<file path="src/rtl/core/chol_pkg.sv">
package chol_pkg;

    localparam int ORDER      = 16;
    localparam int IDX_W      = 4;
    localparam int DATA_W     = 32;
    localparam int ACC_W      = 64;
    localparam int ADDR_W     = 2 * IDX_W;
    localparam int CNT_W      = 6;
    localparam int SQRT_STEPS = ACC_W / 2;
    localparam int DIV_STEPS  = ACC_W;

    localparam logic [IDX_W-1:0] LAST_IDX = IDX_W'(ORDER - 1);

    localparam logic [1:0] OP_WR_COV    = 2'd0;
    localparam logic [1:0] OP_WR_SAMPLE = 2'd1;
    localparam logic [1:0] OP_START     = 2'd2;

    localparam logic CFG_MEAN = 1'b0;
    localparam logic CFG_SD   = 1'b1;

    typedef enum logic [4:0] {
        S_IDLE,
        S_F_RD,
        S_F_LOAD,
        S_F_RDI,
        S_F_RDJ,
        S_F_MUL,
        S_F_SUB,
        S_F_END,
        S_F_SQRT,
        S_F_DWR,
        S_F_DIV,
        S_F_LWR,
        S_F_NEXT,
        S_O_CLR,
        S_O_RD,
        S_O_MUL,
        S_O_ACC,
        S_O_DIAG,
        S_O_DADD,
        S_O_MEAN,
        S_O_EMIT,
        S_E_EMIT
    } t_state;

    typedef enum logic [4:0] {
        DP_NOP,
        DP_RD_IJ,
        DP_LOAD_ACC,
        DP_RD_IK,
        DP_RD_JK,
        DP_MUL_AB,
        DP_SUB,
        DP_SQRT_START,
        DP_SQRT_STEP,
        DP_DIAG_WR,
        DP_DIV_START,
        DP_DIV_STEP,
        DP_L_WR,
        DP_CLR_ACC,
        DP_MUL_ZS,
        DP_ADD,
        DP_MUL_DIAG,
        DP_ADD_MEAN,
        DP_EMIT,
        DP_EMIT_ERR
    } t_dp_op;

    typedef struct packed {
        t_dp_op           op;
        logic [IDX_W-1:0] i;
        logic [IDX_W-1:0] j;
        logic [IDX_W-1:0] k;
        logic             last;
    } t_cmd;

    typedef struct packed {
        logic acc_le0;
        logic out_free;
    } t_status;

endpackage

</file>
<file path="src/rtl/core/chol_ctrl.sv">
module chol_ctrl import chol_pkg::*; (
    input  logic       i_clk,
    input  logic       i_rst_n,
    input  logic       i_in_valid,
    input  logic [1:0] i_in_op,
    output logic       o_in_ready,
    output logic       o_load_en,
    input  t_status    i_status,
    output t_cmd       o_cmd
);

    t_state            r_state, n_state;
    logic [IDX_W-1:0]  r_i, r_j, r_k;
    logic [CNT_W-1:0]  r_cnt;
    logic              accept, start;
    logic              sqrt_done, div_done, row_last;

    assign o_in_ready = (r_state == S_IDLE);
    assign accept     = i_in_valid && o_in_ready;
    assign start      = accept && i_in_op == OP_START;
    assign o_load_en  = accept;
    assign sqrt_done  = r_cnt == CNT_W'(SQRT_STEPS - 1);
    assign div_done   = r_cnt == CNT_W'(DIV_STEPS - 1);
    assign row_last   = r_j == LAST_IDX;

    always_ff @(posedge i_clk) begin
        if (!i_rst_n) begin
            r_state <= S_IDLE;
        end else begin
            r_state <= n_state;
        end
    end

    always_ff @(posedge i_clk) begin
        unique case (r_state)
            S_IDLE: begin
                if (start) begin
                    r_i <= '0;
                    r_j <= '0;
                end
            end
            S_F_LOAD: r_k <= r_i - IDX_W'(1);
            S_F_SUB: begin
                if (r_k != '0) r_k <= r_k - IDX_W'(1);
            end
            S_F_END: r_cnt <= '0;
            S_F_SQRT, S_F_DIV: r_cnt <= r_cnt + CNT_W'(1);
            S_F_NEXT: begin
                if (row_last) begin
                    r_i <= r_i + IDX_W'(1);
                    r_j <= (r_i == LAST_IDX) ? '0 : r_i + IDX_W'(1);
                end else begin
                    r_j <= r_j + IDX_W'(1);
                end
            end
            S_O_CLR: r_k <= '0;
            S_O_ACC: r_k <= r_k + IDX_W'(1);
            S_O_EMIT: begin
                if (i_status.out_free && !row_last) r_j <= r_j + IDX_W'(1);
            end
            default: r_k <= r_k;
        endcase
    end

    // next state
    always_comb begin
        n_state = r_state;
        unique case (r_state)
            S_IDLE:   if (start) n_state = S_F_RD;
            S_F_RD:   n_state = S_F_LOAD;
            S_F_LOAD: n_state = (r_i == '0) ? S_F_END : S_F_RDI;
            S_F_RDI:  n_state = S_F_RDJ;
            S_F_RDJ:  n_state = S_F_MUL;
            S_F_MUL:  n_state = S_F_SUB;
            S_F_SUB:  n_state = (r_k == '0) ? S_F_END : S_F_RDI;
            S_F_END: begin
                if (r_i == r_j) begin
                    n_state = i_status.acc_le0 ? S_E_EMIT : S_F_SQRT;
                end else begin
                    n_state = S_F_DIV;
                end
            end
            S_F_SQRT: if (sqrt_done) n_state = S_F_DWR;
            S_F_DWR:  n_state = S_F_NEXT;
            S_F_DIV:  if (div_done) n_state = S_F_LWR;
            S_F_LWR:  n_state = S_F_NEXT;
            S_F_NEXT: n_state = (row_last && r_i == LAST_IDX) ? S_O_CLR : S_F_RD;
            S_O_CLR:  n_state = (r_j == '0) ? S_O_DIAG : S_O_RD;
            S_O_RD:   n_state = S_O_MUL;
            S_O_MUL:  n_state = S_O_ACC;
            S_O_ACC:  n_state = (r_k + IDX_W'(1) == r_j) ? S_O_DIAG : S_O_RD;
            S_O_DIAG: n_state = S_O_DADD;
            S_O_DADD: n_state = S_O_MEAN;
            S_O_MEAN: n_state = S_O_EMIT;
            S_O_EMIT: begin
                if (i_status.out_free) n_state = row_last ? S_IDLE : S_O_CLR;
            end
            S_E_EMIT: if (i_status.out_free) n_state = S_IDLE;
            default:  n_state = S_IDLE;
        endcase
    end

    // datapath commands
    always_comb begin
        o_cmd.i    = r_i;
        o_cmd.j    = r_j;
        o_cmd.k    = r_k;
        o_cmd.last = row_last;
        unique case (r_state)
            S_F_RD:   o_cmd.op = DP_RD_IJ;
            S_F_LOAD: o_cmd.op = DP_LOAD_ACC;
            S_F_RDI:  o_cmd.op = DP_RD_IK;
            S_F_RDJ:  o_cmd.op = DP_RD_JK;
            S_F_MUL:  o_cmd.op = DP_MUL_AB;
            S_F_SUB:  o_cmd.op = DP_SUB;
            S_F_END: begin
                if (r_i == r_j) begin
                    o_cmd.op = i_status.acc_le0 ? DP_NOP : DP_SQRT_START;
                end else begin
                    o_cmd.op = DP_DIV_START;
                end
            end
            S_F_SQRT: o_cmd.op = DP_SQRT_STEP;
            S_F_DWR:  o_cmd.op = DP_DIAG_WR;
            S_F_DIV:  o_cmd.op = DP_DIV_STEP;
            S_F_LWR:  o_cmd.op = DP_L_WR;
            S_O_CLR:  o_cmd.op = DP_CLR_ACC;
            S_O_RD:   o_cmd.op = DP_RD_JK;
            S_O_MUL:  o_cmd.op = DP_MUL_ZS;
            S_O_ACC:  o_cmd.op = DP_ADD;
            S_O_DIAG: o_cmd.op = DP_MUL_DIAG;
            S_O_DADD: o_cmd.op = DP_ADD;
            S_O_MEAN: o_cmd.op = DP_ADD_MEAN;
            S_O_EMIT: o_cmd.op = i_status.out_free ? DP_EMIT : DP_NOP;
            S_E_EMIT: o_cmd.op = i_status.out_free ? DP_EMIT_ERR : DP_NOP;
            default:  o_cmd.op = DP_NOP;
        endcase
    end

endmodule

</file>
<file path="config.mk">
export PLATFORM = sky130hd
export DESIGN_NAME = chol_ctrl
export DESIGN_NICKNAME = d
export VERILOG_FILES = /design/src/rtl/core/chol_pkg.sv /design/src/rtl/core/chol_ctrl.sv
export SDC_FILE = /design/constraint.sdc
export NUM_CORES = 1
export LEC_CHECK = 0
export BUFFER_PORTS_ARGS = -buffer_cell sky130_fd_sc_hd__clkbuf_2
export CAP_MARGIN = 5
export CORE_UTILIZATION = 33
export DETAILED_ROUTE_END_ITERATION = 8
export GPL_TIMING_DRIVEN = 0
export PLACE_DENSITY_LB_ADDON = 0.1
export SLEW_MARGIN = 20
export SYNTH_ARGS = -nofsm -noshare
export SYNTH_HDL_FRONTEND = slang
export SYNTH_SLANG_ARGS = --single-unit
</file>
<file path="constraint.sdc">
create_clock -name i_clk -period 4.6 [get_ports i_clk]
set_clock_uncertainty 0.2 [all_clocks]
set_input_delay 0.23 -clock i_clk [delete_from_list [all_inputs] [get_ports i_clk]]
set_output_delay 0.23 -clock i_clk [all_outputs]
set_load 0.05 [all_outputs]
</file>
# Yosys cells after proc, flatten, opt, wreduce, memory -nomap -nowiden
# Index checks and enable logic that the tools add are counted.
[classes]
n_div = 0
mul = 0
shifts = 0
n_reduce_logical = 22
eq_ne = 36
n_addsub = 6
muxes = 29
n_lt_le_gt_ge = 0
bitwise = 0
[ops]
columns = ["operator", "count"]
rows = [
  ["$pmux 5 s21", 1],
  ["$pmux 5 s18", 1],
  ["$mux 5", 11],
  ["$eq 5x4->1 const B", 8],
  ["$mux 4", 9],
  ["$eq 5x5->1 const B", 6],
  ["$eq 5x3->1 const B", 4],
  ["$pmux 4 s4", 1],
  ["$ne 2x2->1 const B", 7],
  ["$add 4x1->4 const B", 3],
  ["$logic_not 4->1", 3],
  ["$pmux 4 s3", 1],
  ["$pmux 6 s2", 1],
  ["$eq 5x2->1 const B", 2],
  ["$mux 3", 3],
  ["$eq 4x4->1", 2],
  ["$eq 4x4->1 const B", 2],
  ["$pmux 4 s2", 1],
  ["$reduce_bool 4->1", 2],
  ["$reduce_or 2->1", 4],
  ["$sub 4x1->4 const B", 2],
  ["$add 6x1->6 const B", 1],
  ["$eq 6x5->1 const B", 1],
  ["$eq 6x6->1 const B", 1],
  ["11 further kinds", 16],
]
[word_totals]
n_memories = 0
ramBits = 0
mem_bits_ro = 0
regBits = 23
out_inout_bits = 20
latchBits = 0
inputBits = 7

# Logic depth before layout (Yosys ltp)
[logic_depth]
ltp_word = 5
mapped_depth = 8

# Worst setup path after synthesis
# Ideal clock, no wire load.
[synth_timing]
path_kind = "flip-flop to flip-flop"
start = "reg r_j[0]"
end = "reg r_state[2]"
setup_slack_ns = 2.150
required_time_ns = 4.278
path_stages_with_launch = 7
path_buffers = 0
arrival_ns = 2.129
cell_sequence = "edfxtp_1 ha_1 nand3_1 nand3_2 o31ai_2 or4_1 o311a_1"
[synth_via]
elab_chain_cells = 4
[synth_rtl]
columns = ["item", "line", "rtl"]
rows = [
  ["start: declaration", "chol_ctrl.sv:13", "logic [IDX_W-1:0] r_i, r_j, r_k;"],
  ["start signal: assignment", "chol_ctrl.sv:51", "r_j <= (r_i == LAST_IDX) ? '0 : r_i + IDX_W'(1);"],
  ["start signal: assignment", "chol_ctrl.sv:53", "r_j <= r_j + IDX_W'(1);"],
  ["start signal: assignment", "chol_ctrl.sv:59", "if (i_status.out_free && !row_last) r_j <= r_j + IDX_W'(1);"],
  ["$eq 4x4->1", "chol_ctrl.sv:24", "assign row_last = r_j == LAST_IDX;"],
  ["$mux 4 or $logic_and 1x1->1 (tied branches)", "chol_ctrl.sv:96, chol_ctrl.sv:87", ""],
  ["$mux 5 or $mux 4 (tied branches)", "chol_ctrl.sv:96, chol_ctrl.sv:87", ""],
  ["$pmux 5 s21 *", "chol_ctrl.sv:68", "unique case (r_state)"],
  ["end signal: assignment", "chol_ctrl.sv:30", "r_state <= n_state;"],
  ["end: declaration", "chol_ctrl.sv:12", "t_state r_state, n_state;"],
]
# Every way passes the cells marked *; elsewhere a longest branch is shown, timed or not. The select of a mux whose other input is x is not followed.
# A chain may end at the register's enable or synchronous reset.

==> metrics.txt <==
worst r2r dst r_k[0]; MaxCap Viol Count 0; Critical Path Sink Type primary output; worst hold-check path type primary input to flip-flop; R2R Setup Slk ~2.1 ns; Nets approximately 290; max incr delay on CP ~0.47 ns; fin area ~0.0023 mm²; Mapped Avg Cell Area 8.28 µm²; vias in the first global route around 1.7k; peak supply drop roughly 0.00016 V; IO buf count 26; Worst Max-Slew Pin Slew about 0.6 ns; share of post-route cells with drive strength above 1 around 18%; initial drt markers roughly 140; share of the synthesized area in the top cell type a little over a quarter; largest net degree at the start of global routing 15; Setup Viol. Count Final 0; critical path's top delay family buffers and inverters; Net Switching 575 µW; Detail Placement HPWL around 4100 µm; Worst R2R Start r_state[4]; total track usage approximately 17%; fin crit share 58.3%; drt first pass iters 4; CTS tree done; Starting Density around a third; EDFF count, synth 18; RD Place Congestion just under 0.8; GR Util met3 roughly 1.9%; Leak just over 0.9 nW; clk sinks 23; Die Area around 0.0065 mm²; outcome finished clean; clk buf depth 2; cells after synthesis 247; Hold Crit Start i_rst_n; CP Launch Type flip-flop; antenna viol nets, final 0; fin crit period about 2.7 ns; unrepaired setup endpoints after global routing no; P&R area growth vs syn 13.3%; M1 GR Usage approximately 25%; Hold Path End r_state[1]; Root Buffer clkbuf_8; grt total ovfl 0; count of final max-slew check failures 0; I/O pin count 27; Die H 80.7 µm; Critical Path AT ~2.3 ns; Post-CTS Resized 0; GRT Max-Usage Layer met2; critical path type flip-flop to primary output; area leader, netlist edfxtp_1; post-DR vias/cell approximately 5.3; H-tree levels 1; Warnings, synthesis 0; Mapped Area 0.00205 mm²; GR Util met2 ~29%; Switching Share between 50% and 60%; Post-CTS Hold Buffers 0; number of synthesized register bits 23; row count 28; Post-Syn Nets 262; cell depth of the worst hold path 2; first-pass GRT wire length 8780 µm; asr flop ratio synth 0%; worst-path cell chain clkbuf_1, buf_2, nand2_1, a21oi_1, nor2_1, o211ai_1, clkbuf_2; Top FF cell, synth edfxtp_1; Final Hold Violating Endpoints 0; worst endpoint required time ~4.2 ns; Sum Neg Setup Slack 0 ns; Combinational Power Share roughly three fifths; Finished Layout Cells between 300 and 400; clock share of power 12.5%; Seq/Total Area, Yosys approximately 31%; crit path max fanout 10; clk slew on worst S/H paths 0.09 ns; drt drc 0; post-CTS setup buffer count 0; Pint ~530 µW; final WL between 5000 and 6000 µm; Worst Reg2Reg Path Length in Cells 6; post-DR wirelength/cell about 15 µm; die width roughly 81 µm; antenna violations before repair 0; Placed Cells incl. Taps around 350; Area after DPL 0.00227 mm²; Vias approximately 1.9k; antenna cells 0; pwr/cell area around 480 mW/mm²; max_slew headroom 58.6%; Final Core Density around two fifths; Synth cell types 56; sequential fraction of design power between 20% and 30%; slowest stage cell, crit path dfxtp_1; fmax between 300 and 400 MHz; Crit path buffers/inverters 3; clk_lat worst skew approximately 0.28 ns; cts bufs inserted 3; core area just under 0.006 mm²; ranking of synthesized cells by area edfxtp_1, xor2_1, nor2_1
==> cell type report <==
| class | count | area [µm²] |
|---|---|---|
| Buffer | 19 | 91.3 |
| Clock buffer | 3 | 41.3 |
| Clock inverter | 1 | 7.51 |
| Fill cell | 653 | 3640 |
| Inverter | 14 | 52.6 |
| Multi-Input combinational cell | 191 | 1260 |
| Sequential cell | 23 | 641 |
| Tap cell | 75 | 93.8 |
| Timing Repair Buffer | 26 | 130 |
==> power groups by stage <==
stage                     Clock, mW  Combinational [mW]  Sequential [mW]
after CTS                     0.140               0.651            0.322
after detailed placement          0               0.648            0.328
after global placement            0               0.655            0.328
after floorplan                   0               0.422            0.406
final                         0.138               0.647            0.321
after global routing          0.150               0.704            0.328
==> worst max path at each step <==
| stage | start | endpoint | slack (ns) | depth (start not counted) |
|---|---|---|---|---|
| final | r_state[4] | o_cmd[14] | 1.92 | 7 |
| after global routing | r_state[4] | o_cmd[14] | 1.70 | 7 |
| after CTS | r_state[4] | o_cmd[14] | 1.92 | 7 |
| after detailed placement | r_state[4] | r_k[0] | 2.09 | 6 |
| after global placement | r_state[4] | r_k[0] | 2.08 | 6 |
| after floorplan | r_j[0] | r_state[2] | 2.15 | 6 |
==> Yosys cell counts, drive strengths merged, types with 2 or more instances <==
library cell,instances
a21boi,2
a21oi,9
a31oi,5
a32o,2
and2,2
and3,2
and3b,2
buf,15
clkbuf,4
dfxtp,5
edfxtp,18
ha,8
inv,13
mux2i,4
nand2,21
nand2b,5
nand3,14
nand4,2
nor2,28
nor2b,6
nor3,6
nor4b,4
o21a,2
o21ai,10
o22ai,5
o311a,2
o31ai,4
o32ai,2
or2,2
or3,6
xnor2,10
xor2,13
==> layout by cell type (no fill, tap or decap), types with 2 or more instances in the layout <==
cell type / instances
o31ai_1: 3
o21ai_0: 10
o311a_1: 2
edfxtp_1: 18
ha_1: 8
o32ai_1: 2
nor2_1: 28
nand3_1: 13
or3_1: 6
mux2i_1: 4
and3_1: 2
buf_4: 2
a21boi_0: 2
nor4b_1: 3
nand2_1: 21
a31oi_1: 5
inv_1: 12
buf_1: 3
a32o_1: 2
nor3_1: 5
xor2_1: 13
a21oi_1: 9
nor2b_1: 6
and3b_1: 2
o21a_1: 2
buf_2: 10
nand2b_1: 5
clkbuf_2: 26
xnor2_1: 10
clkbuf_8: 3
o22ai_1: 5
dfxtp_1: 5
clkbuf_1: 4
==> state kept, by name (all words and copies together), names as in the netlist <==
name / cells
r_cnt: 6
r_state: 5
r_j: 4
r_k: 4
r_i: 4
==> stage by stage <==
step	total power [mW]	worst slack, ns	hold WS, ns
2_1_floorplan	0.829	2.15	0.147
3_3_place_gp	0.983	2.08	0.314
3_5_place_dp	0.976	2.09	0.312
4_1_cts	1.11	1.92	0.0198
5_1_grt	1.18	1.70	0.0366
6_report	1.10	1.92	0.0211
==> logic make-up (layout without fill, tap and decap cells) <==
group	count (synthesis)	count (layout)	synth area share, %
mux	4	4	1.96
xor+xnor	23	23	9.85
buf+inv	33	63	7.03
fa+ha+maj	8	8	4.89
simple gates	105	105	27.9
flops	23	23	31.3
compound gates	51	51	17.1
==> worst register-to-register path, delay by kind of cell, from the launching register on <==
kind / cells / cell delay [ns]
buffers and inverters: 2 / 0.65
AND/OR/NAND/NOR: 2 / 0.28
AO/OA/AOI/OAI: 2 / 0.56
flip-flops: 1 / 0.47
==> routing by layer <==
layer  routed length (µm)  vias to the layer above  part of all wire (%)
li1                     -                      948                     -
met1                 2580                      874                    48
met2                 2480                       52                    47
met3                  249                        2                   4.7
met5                    0                        -                     0
met4                   16                        0                  0.30
Note: power is estimated with default switching activity, not from simulation.
